### src/hw/rtl/bdi_pkg.sv
// ----------------------------------------------------------------------------
// bdi_pkg
// types and constants of the brush dab interpolator
// ----------------------------------------------------------------------------
package bdi_pkg;

  localparam int unsigned COORD_W    = 20;
  localparam int unsigned SIZE_W     = 14;
  localparam int unsigned RAD_W      = 13;
  localparam int unsigned COLOR_W    = 32;
  localparam int unsigned MODE_W     = 2;
  localparam int unsigned KIND_W     = 2;
  localparam int unsigned CFG_IDX_W  = 2;
  localparam int unsigned CFG_DATA_W = 32;
  localparam int unsigned SIZE_MAX   = (1 << SIZE_W) - 1;

  localparam logic [SIZE_W-1:0]  SIZE_RESET  = 14'd160;
  localparam logic [COLOR_W-1:0] COLOR_RESET = 32'd255;

  typedef enum logic [MODE_W-1:0] {
    MODE_PRESS   = 2'd0,
    MODE_DRAG    = 2'd1,
    MODE_RELEASE = 2'd2
  } mode_e;

  typedef enum logic [KIND_W-1:0] {
    KIND_BEGIN  = 2'd0,
    KIND_CONT   = 2'd1,
    KIND_FINISH = 2'd2
  } dab_kind_e;

  typedef enum logic [CFG_IDX_W-1:0] {
    CFG_SIZE  = 2'd0,
    CFG_COLOR = 2'd1,
    CFG_ERASE = 2'd2
  } cfg_idx_e;

  typedef enum logic [3:0] {
    ST_IDLE,
    ST_BEGIN,
    ST_DIFF,
    ST_CHECK,
    ST_SQY,
    ST_SUM,
    ST_SEARCH,
    ST_DIV,
    ST_PREP,
    ST_DAB,
    ST_FINISH
  } ctrl_state_e;

  typedef struct packed {
    logic [MODE_W-1:0]         mode;
    logic signed [COORD_W-1:0] x_pos;
    logic signed [COORD_W-1:0] y_pos;
  } in_item_t;

  typedef struct packed {
    logic [KIND_W-1:0]         dab_kind;
    logic signed [COORD_W-1:0] dab_x;
    logic signed [COORD_W-1:0] dab_y;
    logic [RAD_W-1:0]          dab_radius;
    logic [COLOR_W-1:0]        dab_color;
    logic                      dab_erase;
    logic                      last;
  } out_item_t;

  typedef struct packed {
    logic [SIZE_W-1:0]  size;
    logic [COLOR_W-1:0] color;
    logic               erase;
  } cfg_t;

  typedef struct packed {
    logic load_in;
    logic calc_diff;
    logic sq_x;
    logic sq_y;
    logic sum_sq;
    logic search_init;
    logic search_step;
    logic steps_found;
    logic steps_max;
    logic div_init;
    logic div_step;
    logic prep;
    logic dab_step;
    logic cont_last;
    logic emit_begin;
    logic emit_finish;
  } ctrl_cmd_t;

  typedef struct packed {
    logic zero_dist;
    logic capped;
    logic search_done;
    logic div_done;
    logic dab_last;
    logic out_free;
  } dp_status_t;

endpackage

### src/hw/rtl/bdi_cfg.sv
// ----------------------------------------------------------------------------
// bdi_cfg
// brush configuration registers with size saturation
// ----------------------------------------------------------------------------
module bdi_cfg #(
  parameter int unsigned FRAC_BITS = 4
) (
  input  logic                             clk_i,
  input  logic                             rst_ni,
  input  logic                             cfg_we_i,
  input  logic [bdi_pkg::CFG_IDX_W-1:0]    cfg_idx_i,
  input  logic [bdi_pkg::CFG_DATA_W-1:0]   cfg_data_i,
  output bdi_pkg::cfg_t                    cfg_o
);
  import bdi_pkg::*;

  cfg_t              cfg_d, cfg_q;
  logic [SIZE_W-1:0] size_one;
  logic [SIZE_W-1:0] size_wr;

  assign size_one = SIZE_W'(1) << FRAC_BITS;
  assign size_wr  = cfg_data_i[SIZE_W-1:0];

  always_comb begin
    cfg_d = cfg_q;
    if (cfg_we_i) begin
      unique case (cfg_idx_i)
        CFG_SIZE:  cfg_d.size  = (size_wr < size_one) ? size_one : size_wr;
        CFG_COLOR: cfg_d.color = cfg_data_i[COLOR_W-1:0];
        CFG_ERASE: cfg_d.erase = cfg_data_i[0];
        default: ;
      endcase
    end
  end

  always_ff @(posedge clk_i or negedge rst_ni) begin
    if (!rst_ni) begin
      cfg_q <= '{size: SIZE_RESET, color: COLOR_RESET, erase: 1'b0};
    end else begin
      cfg_q <= cfg_d;
    end
  end

  assign cfg_o = cfg_q;

endmodule

### src/hw/rtl/bdi_ctrl.sv
// ----------------------------------------------------------------------------
// bdi_ctrl
// sequencer for one pointer event: distance, step search, divide, dabs
// ----------------------------------------------------------------------------
module bdi_ctrl (
  input  logic                          clk_i,
  input  logic                          rst_ni,
  input  logic                          in_valid_i,
  input  logic [bdi_pkg::MODE_W-1:0]    in_mode_i,
  output logic                          in_stall_o,
  input  bdi_pkg::dp_status_t           status_i,
  output bdi_pkg::ctrl_cmd_t            cmd_o
);
  import bdi_pkg::*;

  ctrl_state_e state_d, state_q;
  logic        drawing_d, drawing_q;
  logic        rel_d, rel_q;

  always_comb begin
    state_d       = state_q;
    drawing_d     = drawing_q;
    rel_d         = rel_q;
    in_stall_o    = 1'b1;
    cmd_o         = '0;
    cmd_o.cont_last = !rel_q;
    unique case (state_q)
      ST_IDLE: begin
        in_stall_o = 1'b0;
        if (in_valid_i) begin
          cmd_o.load_in = 1'b1;
          rel_d = (in_mode_i == MODE_RELEASE);
          unique case (in_mode_i)
            MODE_PRESS: state_d = ST_BEGIN;
            MODE_DRAG, MODE_RELEASE: begin
              if (drawing_q) state_d = ST_DIFF;
            end
            default: ;
          endcase
        end
      end
      ST_BEGIN: begin
        if (status_i.out_free) begin
          cmd_o.emit_begin = 1'b1;
          drawing_d = 1'b1;
          state_d = ST_IDLE;
        end
      end
      ST_DIFF: begin
        cmd_o.calc_diff = 1'b1;
        state_d = ST_CHECK;
      end
      ST_CHECK: begin
        priority if (status_i.zero_dist) begin
          state_d = rel_q ? ST_FINISH : ST_IDLE;
        end else if (status_i.capped) begin
          cmd_o.steps_max = 1'b1;
          cmd_o.div_init = 1'b1;
          state_d = ST_DIV;
        end else begin
          cmd_o.sq_x = 1'b1;
          state_d = ST_SQY;
        end
      end
      ST_SQY: begin
        cmd_o.sq_y = 1'b1;
        state_d = ST_SUM;
      end
      ST_SUM: begin
        cmd_o.sum_sq = 1'b1;
        cmd_o.search_init = 1'b1;
        state_d = ST_SEARCH;
      end
      ST_SEARCH: begin
        cmd_o.search_step = 1'b1;
        if (status_i.search_done) begin
          cmd_o.steps_found = 1'b1;
          cmd_o.div_init = 1'b1;
          state_d = ST_DIV;
        end
      end
      ST_DIV: begin
        if (status_i.div_done) begin
          state_d = ST_PREP;
        end else begin
          cmd_o.div_step = 1'b1;
        end
      end
      ST_PREP: begin
        cmd_o.prep = 1'b1;
        state_d = ST_DAB;
      end
      ST_DAB: begin
        if (status_i.out_free) begin
          cmd_o.dab_step = 1'b1;
          if (status_i.dab_last) state_d = rel_q ? ST_FINISH : ST_IDLE;
        end
      end
      ST_FINISH: begin
        if (status_i.out_free) begin
          cmd_o.emit_finish = 1'b1;
          drawing_d = 1'b0;
          state_d = ST_IDLE;
        end
      end
      default: state_d = ST_IDLE;
    endcase
  end

  always_ff @(posedge clk_i or negedge rst_ni) begin
    if (!rst_ni) begin
      state_q   <= ST_IDLE;
      drawing_q <= 1'b0;
      rel_q     <= 1'b0;
    end else begin
      state_q   <= state_d;
      drawing_q <= drawing_d;
      rel_q     <= rel_d;
    end
  end

endmodule

### src/hw/rtl/bdi_datapath.sv
// ----------------------------------------------------------------------------
// bdi_datapath
// point registers, squarer, step search, bit-serial dividers, dab stepper
// and output register
// ----------------------------------------------------------------------------
module bdi_datapath #(
  parameter int unsigned MAX_DABS = 63
) (
  input  logic                  clk_i,
  input  logic                  rst_ni,
  input  bdi_pkg::in_item_t     in_data_i,
  input  bdi_pkg::cfg_t         cfg_i,
  input  bdi_pkg::ctrl_cmd_t    cmd_i,
  output bdi_pkg::dp_status_t   status_o,
  input  logic                  out_stall_i,
  output logic                  out_valid_o,
  output bdi_pkg::out_item_t    out_data_o
);
  import bdi_pkg::*;

  localparam int unsigned CNTW = $clog2(MAX_DABS + 1);
  localparam int unsigned SCW  = $clog2(MAX_DABS + 2);
  localparam int unsigned MAGW = COORD_W + 1;
  localparam int unsigned QW   = MAGW + 1;
  localparam int unsigned PXW  = QW + 1;
  localparam int unsigned RW   = $clog2((MAX_DABS + 2) * SIZE_MAX + 1);
  localparam int unsigned MW   = (MAGW > RW) ? MAGW : RW;
  localparam int unsigned PW   = 2 * MW + 7;
  localparam int unsigned CAPW = MAGW + 3 + CNTW + SIZE_W;
  localparam int unsigned ACW  = CNTW + 2;
  localparam int unsigned DCW  = $clog2(MAGW + 1);

  // lane 0 is x, lane 1 is y
  logic signed [COORD_W-1:0] cur_q   [2];
  logic signed [COORD_W-1:0] prev_q  [2];
  logic signed [COORD_W-1:0] pos_q   [2];
  logic                      dneg_q  [2];
  logic [MAGW-1:0]           ax_q    [2];
  logic [MAGW-1:0]           quo_q   [2];
  logic [CNTW-1:0]           rem_q   [2];
  logic signed [QW-1:0]      qstep_q [2];
  logic [CNTW:0]             rstep_q [2];
  logic [ACW-1:0]            racc_q  [2];

  logic signed [MAGW-1:0]    diff     [2];
  logic [MAGW-1:0]           mag      [2];
  logic [CNTW:0]             trial    [2];
  logic                      trial_ge [2];
  logic [CNTW:0]             trial_sub[2];
  logic [CNTW:0]             rem2     [2];
  logic signed [QW-1:0]      qstep_d  [2];
  logic [CNTW:0]             rstep_d  [2];
  logic [ACW-1:0]            rsum     [2];
  logic                      carry    [2];
  logic [ACW-1:0]            racc_d   [2];
  logic [PXW-1:0]            pos_sum  [2];
  logic signed [COORD_W-1:0] pos_d    [2];
  logic [CAPW-1:0]           cap_lhs  [2];

  logic [CNTW:0]     twos;
  logic [CAPW-1:0]   cap_d;
  logic [MW-1:0]     mul_a;
  logic [2*MW-1:0]   mul_p;
  logic [2*MW-1:0]   prod_q, acc_q;
  logic [PW-1:0]     d64_q;
  logic [RW-1:0]     r_q;
  logic [SCW-1:0]    si_q;
  logic [CNTW-1:0]   pi_q;
  logic              pv_q;
  logic [CNTW-1:0]   steps_q;
  logic [CNTW-1:0]   di_q;
  logic [DCW-1:0]    dcnt_q;
  logic              out_valid_d, out_valid_q;
  out_item_t         out_d, out_q;

  assign twos  = {steps_q, 1'b0};
  assign cap_d = CAPW'(cfg_i.size) * CAPW'(MAX_DABS);

  always_comb begin
    for (int l = 0; l < 2; l++) begin
      diff[l]      = MAGW'(cur_q[l]) - MAGW'(prev_q[l]);
      mag[l]       = diff[l][MAGW-1] ? MAGW'(-diff[l]) : MAGW'(diff[l]);
      cap_lhs[l]   = CAPW'({ax_q[l], 3'b000});
      // restoring divide of |d| by steps, one quotient bit per cycle
      trial[l]     = {rem_q[l], quo_q[l][MAGW-1]};
      trial_ge[l]  = (trial[l] >= {1'b0, steps_q});
      trial_sub[l] = trial[l] - {1'b0, steps_q};
      // floor division of 2d by 2*steps from the magnitude quotient
      rem2[l]      = {rem_q[l], 1'b0};
      if (dneg_q[l] && (rem_q[l] != '0)) begin
        qstep_d[l] = -(QW'(quo_q[l]) + QW'(1));
        rstep_d[l] = twos - rem2[l];
      end else if (dneg_q[l]) begin
        qstep_d[l] = -QW'(quo_q[l]);
        rstep_d[l] = rem2[l];
      end else begin
        qstep_d[l] = QW'(quo_q[l]);
        rstep_d[l] = rem2[l];
      end
      // incremental rounding: remainder carries one unit into the position
      rsum[l]    = racc_q[l] + ACW'(rstep_q[l]);
      carry[l]   = (rsum[l] >= ACW'(twos));
      racc_d[l]  = carry[l] ? (rsum[l] - ACW'(twos)) : rsum[l];
      pos_sum[l] = PXW'(pos_q[l]) + PXW'(qstep_q[l]) + PXW'(carry[l]);
      pos_d[l]   = pos_sum[l][COORD_W-1:0];
    end
  end

  always_comb begin
    priority if (cmd_i.sq_x) mul_a = MW'(ax_q[0]);
    else if (cmd_i.sq_y)     mul_a = MW'(ax_q[1]);
    else                     mul_a = MW'(r_q);
  end
  assign mul_p = mul_a * mul_a;

  assign status_o.zero_dist   = (ax_q[0] == '0) && (ax_q[1] == '0);
  assign status_o.capped      = (cap_lhs[0] > cap_d) || (cap_lhs[1] > cap_d);
  assign status_o.search_done = pv_q && ((PW'(prod_q) >= d64_q) ||
                                         (pi_q == CNTW'(MAX_DABS)));
  assign status_o.div_done    = (dcnt_q == '0);
  assign status_o.dab_last    = (di_q == steps_q);
  assign status_o.out_free    = !out_valid_q || !out_stall_i;

  always_comb begin
    out_d       = out_q;
    out_valid_d = out_valid_q && out_stall_i;
    out_d.dab_radius = cfg_i.size[SIZE_W-1:1];
    out_d.dab_color  = cfg_i.color;
    out_d.dab_erase  = cfg_i.erase;
    priority if (cmd_i.emit_begin) begin
      out_valid_d    = 1'b1;
      out_d.dab_kind = KIND_BEGIN;
      out_d.dab_x    = cur_q[0];
      out_d.dab_y    = cur_q[1];
      out_d.last     = 1'b1;
    end else if (cmd_i.dab_step) begin
      out_valid_d    = 1'b1;
      out_d.dab_kind = KIND_CONT;
      out_d.dab_x    = pos_d[0];
      out_d.dab_y    = pos_d[1];
      out_d.last     = status_o.dab_last && cmd_i.cont_last;
    end else if (cmd_i.emit_finish) begin
      out_valid_d    = 1'b1;
      out_d.dab_kind = KIND_FINISH;
      out_d.dab_x    = '0;
      out_d.dab_y    = '0;
      out_d.last     = 1'b1;
    end else begin
      out_d = out_q;
    end
  end

  always_ff @(posedge clk_i or negedge rst_ni) begin
    if (!rst_ni) begin
      out_valid_q <= 1'b0;
      pv_q        <= 1'b0;
      dcnt_q      <= '0;
      for (int l = 0; l < 2; l++) prev_q[l] <= '0;
    end else begin
      out_valid_q <= out_valid_d;
      if (cmd_i.search_init) pv_q <= 1'b0;
      else if (cmd_i.search_step) pv_q <= 1'b1;
      if (cmd_i.div_init) dcnt_q <= DCW'(MAGW);
      else if (cmd_i.div_step) dcnt_q <= dcnt_q - DCW'(1);
      if (cmd_i.emit_begin || (cmd_i.dab_step && status_o.dab_last)) begin
        for (int l = 0; l < 2; l++) prev_q[l] <= cur_q[l];
      end
    end
  end

  always_ff @(posedge clk_i) begin
    out_q <= out_d;
    if (cmd_i.load_in) begin
      cur_q[0] <= in_data_i.x_pos;
      cur_q[1] <= in_data_i.y_pos;
    end
    for (int l = 0; l < 2; l++) begin
      if (cmd_i.calc_diff) begin
        dneg_q[l] <= diff[l][MAGW-1];
        ax_q[l]   <= mag[l];
      end
      if (cmd_i.div_init) begin
        quo_q[l] <= ax_q[l];
        rem_q[l] <= '0;
      end else if (cmd_i.div_step) begin
        quo_q[l] <= {quo_q[l][MAGW-2:0], trial_ge[l]};
        rem_q[l] <= trial_ge[l] ? trial_sub[l][CNTW-1:0] : trial[l][CNTW-1:0];
      end
      if (cmd_i.prep) begin
        qstep_q[l] <= qstep_d[l];
        rstep_q[l] <= rstep_d[l];
        racc_q[l]  <= ACW'(steps_q);
        pos_q[l]   <= prev_q[l];
      end else if (cmd_i.dab_step) begin
        racc_q[l] <= racc_d[l];
        pos_q[l]  <= pos_d[l];
      end
    end
    if (cmd_i.sq_x || cmd_i.sq_y || cmd_i.search_step) prod_q <= mul_p;
    if (cmd_i.sq_y) acc_q <= prod_q;
    if (cmd_i.sum_sq) d64_q <= (PW'(acc_q) + PW'(prod_q)) << 6;
    if (cmd_i.search_init) begin
      r_q  <= RW'(cfg_i.size);
      si_q <= SCW'(1);
    end else if (cmd_i.search_step) begin
      r_q  <= r_q + RW'(cfg_i.size);
      si_q <= si_q + SCW'(1);
      pi_q <= si_q[CNTW-1:0];
    end
    if (cmd_i.steps_max) steps_q <= CNTW'(MAX_DABS);
    else if (cmd_i.steps_found) steps_q <= pi_q;
    if (cmd_i.prep) di_q <= CNTW'(1);
    else if (cmd_i.dab_step) di_q <= di_q + CNTW'(1);
  end

  assign out_valid_o = out_valid_q;
  assign out_data_o  = out_q;

endmodule

### src/hw/rtl/brush_dab_interpolator_unit.sv
// ----------------------------------------------------------------------------
// brush_dab_interpolator_unit
// turns pointer events into brush dabs spaced at an eighth of the brush size
// ----------------------------------------------------------------------------
// channel  handshake                    payload
// in       in_valid_i / in_stall_o      bdi_pkg::in_item_t
// out      out_valid_o / out_stall_i    bdi_pkg::out_item_t
// cfg      cfg_we_i                     cfg_idx_i, cfg_data_i
//
// a press emits its begin dab once the output register is free; a drag or
// release squares the distance and searches the step count (both skipped when
// the step count caps), runs the bit-serial dividers and then emits one dab per
// step, at most 63 dabs plus a finish word.
// reset clears the stroke state and loads the register defaults, no sweep.
// one event is worked on at a time; output stall holds the dab loop, and the
// next event is taken as soon as the last word sits in the output register.
// ----------------------------------------------------------------------------
module brush_dab_interpolator_unit #(
  parameter int unsigned MAX_DABS  = 63,
  parameter int unsigned FRAC_BITS = 4
) (
  input  logic                            clk_i,
  input  logic                            rst_ni,
  input  logic                            in_valid_i,
  output logic                            in_stall_o,
  input  bdi_pkg::in_item_t               in_data_i,
  output logic                            out_valid_o,
  input  logic                            out_stall_i,
  output bdi_pkg::out_item_t              out_data_o,
  input  logic                            cfg_we_i,
  input  logic [bdi_pkg::CFG_IDX_W-1:0]   cfg_idx_i,
  input  logic [bdi_pkg::CFG_DATA_W-1:0]  cfg_data_i
);
  import bdi_pkg::*;

  cfg_t       cfg;
  ctrl_cmd_t  cmd;
  dp_status_t status;

  bdi_cfg #(
    .FRAC_BITS (FRAC_BITS)
  ) u_cfg (
    .clk_i      (clk_i),
    .rst_ni     (rst_ni),
    .cfg_we_i   (cfg_we_i),
    .cfg_idx_i  (cfg_idx_i),
    .cfg_data_i (cfg_data_i),
    .cfg_o      (cfg)
  );

  bdi_ctrl u_ctrl (
    .clk_i      (clk_i),
    .rst_ni     (rst_ni),
    .in_valid_i (in_valid_i),
    .in_mode_i  (in_data_i.mode),
    .in_stall_o (in_stall_o),
    .status_i   (status),
    .cmd_o      (cmd)
  );

  bdi_datapath #(
    .MAX_DABS (MAX_DABS)
  ) u_dp (
    .clk_i       (clk_i),
    .rst_ni      (rst_ni),
    .in_data_i   (in_data_i),
    .cfg_i       (cfg),
    .cmd_i       (cmd),
    .status_o    (status),
    .out_stall_i (out_stall_i),
    .out_valid_o (out_valid_o),
    .out_data_o  (out_data_o)
  );

endmodule

### config.mk
export PLATFORM = sky130hd
export DESIGN_NAME = brush_dab_interpolator_unit
export DESIGN_NICKNAME = d
export VERILOG_FILES = /design/src/hw/rtl/bdi_pkg.sv /design/src/hw/rtl/bdi_cfg.sv /design/src/hw/rtl/bdi_ctrl.sv /design/src/hw/rtl/bdi_datapath.sv /design/src/hw/rtl/brush_dab_interpolator_unit.sv
export SDC_FILE = /design/constraint.sdc
export NUM_CORES = 2
export LEC_CHECK = 0
export ABC_CLOCK_PERIOD_IN_PS = 15000
export BUFFER_PORTS_ARGS = -buffer_cell sky130_fd_sc_hd__buf_2
export CELL_PAD_IN_SITES_DETAIL_PLACEMENT = 0
export CELL_PAD_IN_SITES_GLOBAL_PLACEMENT = 2
export CORE_MARGIN = 5
export CORE_UTILIZATION = 41
export DETAILED_ROUTE_END_ITERATION = 6
export GPL_ROUTABILITY_DRIVEN = 0
export PLACE_DENSITY_LB_ADDON = 0.1
export SLEW_MARGIN = 5
export SYNTH_ARGS = -nofsm -noshare
export SYNTH_HDL_FRONTEND = slang
export SYNTH_SLANG_ARGS = --single-unit
### constraint.sdc
create_clock -name clk_i -period 15 [get_ports clk_i]
set_input_delay 0.75 -clock clk_i [delete_from_list [all_inputs] [get_ports clk_i]]
set_output_delay 0.75 -clock clk_i [all_outputs]
set_load 0.02 [all_outputs]
==> reports/results.ini <==
[status]
outcome = finished clean

[logic_synthesis]
synth_cell_types = 88
ys_top_cells_by_count = inv_1 (648), nand2_1 (487), edfxtp_1 (476), ha_1 (428), fa_1 (367)
synth_edf_count = 476
synth_largest_area_cell = edfxtp_1
yosysMostFrequentCell = inv_1
syn_area_per_cell_um2 = 10.38
ys_seq_area_share_pct = 36.98
synth_top_area_share_pct = 30.43
synthCells = 4524
synth_warnings = 0
synth_area_leaders = edfxtp_1 (30%), fa_1 (16%), ha_1 (11%)
synth_async_sr_flop_share_pct = 16.56
synth_nets = 5400
synth_area_um2 = 46970
ys_seq_elements = 604
ys.flop_type = edfxtp_1

[critical_path]
end_kind = flop
path_class = reg2reg
start_kind = flop
cp.required_ns = 15.39
path_max_fanout = 17
crit_slowest_cell = dfstp_2
cp_common_cell = fa_1
arrival_ns = 14.56
max_stage_delay_ns = 0.60

[grt]
grt_pass1_vias = 33690
grt_max_degree = 79
grt_overflow_total = 0
gr-usage-all-layers_pct = 21.47
antenna_found_initial = 0
grt_pass1_wl_um = 202700

[placement]
io_buffers = 171
hpwl_um = 103300
dp.cells = 6158
pre_cts_ws_ns = 0.2871

[clock_tree]
cts.sinks = 604
clockRootBuffer = clkbuf_16
tritoncts = built
clk_latency_ns = 0.67
ctsHoldBuffers = 0
htree_levels = 3
path_clk_slew_ns = 0.06
cts_max_path_buffers = 3
cts_buffers = 76

[sta]
final.setup_skew_ns = 0.03046
setup_tns_ns = 0
relSlewSlack_pct = 24.18
rsz0062_at_grt = false
slew_violations = 0
layout_setup_ws_ns = 0.8298
fmax_mhz = 70.57
setup_viol = 0
finalCriticalPeriod_ns = 14.17
finalCritPeriodShare_pct = 94.47
hold_viol = 0
worst_pin_slew_ns = 1.109

[die]
die_h_um = 348.5
rows = 124
start_util_pct = 41.19
core_um2 = 114000
fp.dieArea_um2 = 121400
io_pins = 172
die_x_um = 348.5

[layout]
nFillCells = 10920
drive_above_1_share_pct = 11.09
n_antenna_cell = 0
finalNetCount = 5610
post-route-util_pct = 46.04
final_cells = 6308
syn_to_final_growth_pct = 11.77

[drt]
ant_nets = 0
vias = 32390
vias_per_cell = 5.135
drc = 0
wl_per_cell_um = 20.59
drt_iter0_drc = 1910
drt-pass1-iter-count = 5
wl_um = 129900

[job]
maxCapViolations = 0

[min_path]
hold_class = in2async

-- what timing repair did --
action | in CTS | in global routing
gates resized for setup | 0 | 12
endpoints found under the setup margin | 0 | 9
buffers inserted | 0 | 10
-- area by class of cell --
class | count | area [µm²] | area share (%)
Clock buffer | 96 | 2049 | 3.904
Clock inverter | 44 | 583.1 | 1.111
Inverter | 673 | 2537 | 4.833
Multi-Input combinational cell | 3146 | 26750 | 50.94
Tap cell | 1512 | 1892 | 3.603
Sequential cell | 604 | 17370 | 33.08
Timing Repair Buffer | 233 | 1324 | 2.521
-- critical path, delay by kind of cell (launching register included) --
kind                     cells  cell delay (ns)
buffers and inverters       12             1.30
adder cells (fa/ha/maj)     13             5.99
XOR/XNOR                     2             0.62
AO/OA/AOI/OAI               20             4.49
AND/OR/NAND/NOR              4             0.48
multiplexers                 1             0.40
flip-flops                   1             0.60
-- sequential cells by signal, summed over array words and instances, names as in the netlist, 12 cells and up --
signal           count
u_dp.d64_q          43
u_dp.rem_q          12
u_dp.ax_q           42
u_dp.prev_q         40
u_dp.out_data_o     89
u_dp.prod_q         41
u_dp.qstep_q        40
u_dp.r_q            21
u_dp.cur_q          40
u_dp.rstep_q        12
u_dp.acc_q          41
u_dp.pos_q          40
u_dp.racc_q         15
u_dp.quo_q          42
u_cfg.cfg_o         47
-- routing by layer --
metal,vias up,GRT usage (%),routed length (µm)
met5,-,0,0
met1,15810,31.01,62590
li1,15810,-,-
met3,147,2.700,5268
met2,622,34.89,59350
met4,0,4.648,2649
-- through the flow --
step           hold slack [ns]  area, µm²
6_report                0.1712      52500
2_1_floorplan           0.4194      46970
4_1_cts                 0.1388      52380
3_3_place_gp            0.4263      49750
5_1_grt                 0.1936      52500
3_5_place_dp            0.4306      49750
-- cells in the final DEF, fill, tap and decap left out, types with 32 or more instances in the layout --
master / instances
nand2_1: 484
ha_1: 428
a21o_1: 122
dfrtp_1: 90
buf_4: 63
clkbuf_16: 78
nand4_1: 32
mux2_2: 68
a21oi_1: 218
edfxtp_1: 476
nand2b_1: 33
xor2_1: 90
nand3_1: 54
nor2_1: 304
o21ai_0: 231
inv_1: 646
nor2b_1: 32
buf_2: 170
nor3_1: 58
fa_1: 367
xnor2_1: 196
-- logic make-up after synthesis --
family                   count (synthesis)  share of synthesized area (%)
AO/OA/AOI/OAI                          812                          10.80
XOR/XNOR                               287                          5.381
adder cells (fa/ha/maj)                796                          27.07
buffers and inverters                  774                          6.335
flip-flops                             604                          36.98
multiplexers                            92                          2.358
AND/OR/NAND/NOR                       1159                          11.08
-- final timing paths --
kind,from,end,slack [ns],depth (start not counted)
worst max-delay path,u_cfg.cfg_o[38],u_dp.prod_q[41],0.83,52
worst min-delay path,rst_ni,u_cfg.cfg_o[13],0.17,1
worst max register to register,u_cfg.cfg_o[38],u_dp.prod_q[41],0.83,52
worst min register to register,u_cfg.cfg_o[26],u_dp.out_data_o[27],0.44,0
max in group asynchronous,rst_ni,u_dp.prev_q[20],13.39,2
min in group clk_i,in_data_i[11],u_dp.cur_q[0][31],0.26,1
Power is left out: the tool's default activity adds up to more than one toggle a clock period on the data nets, which glitch-free logic cannot reach.
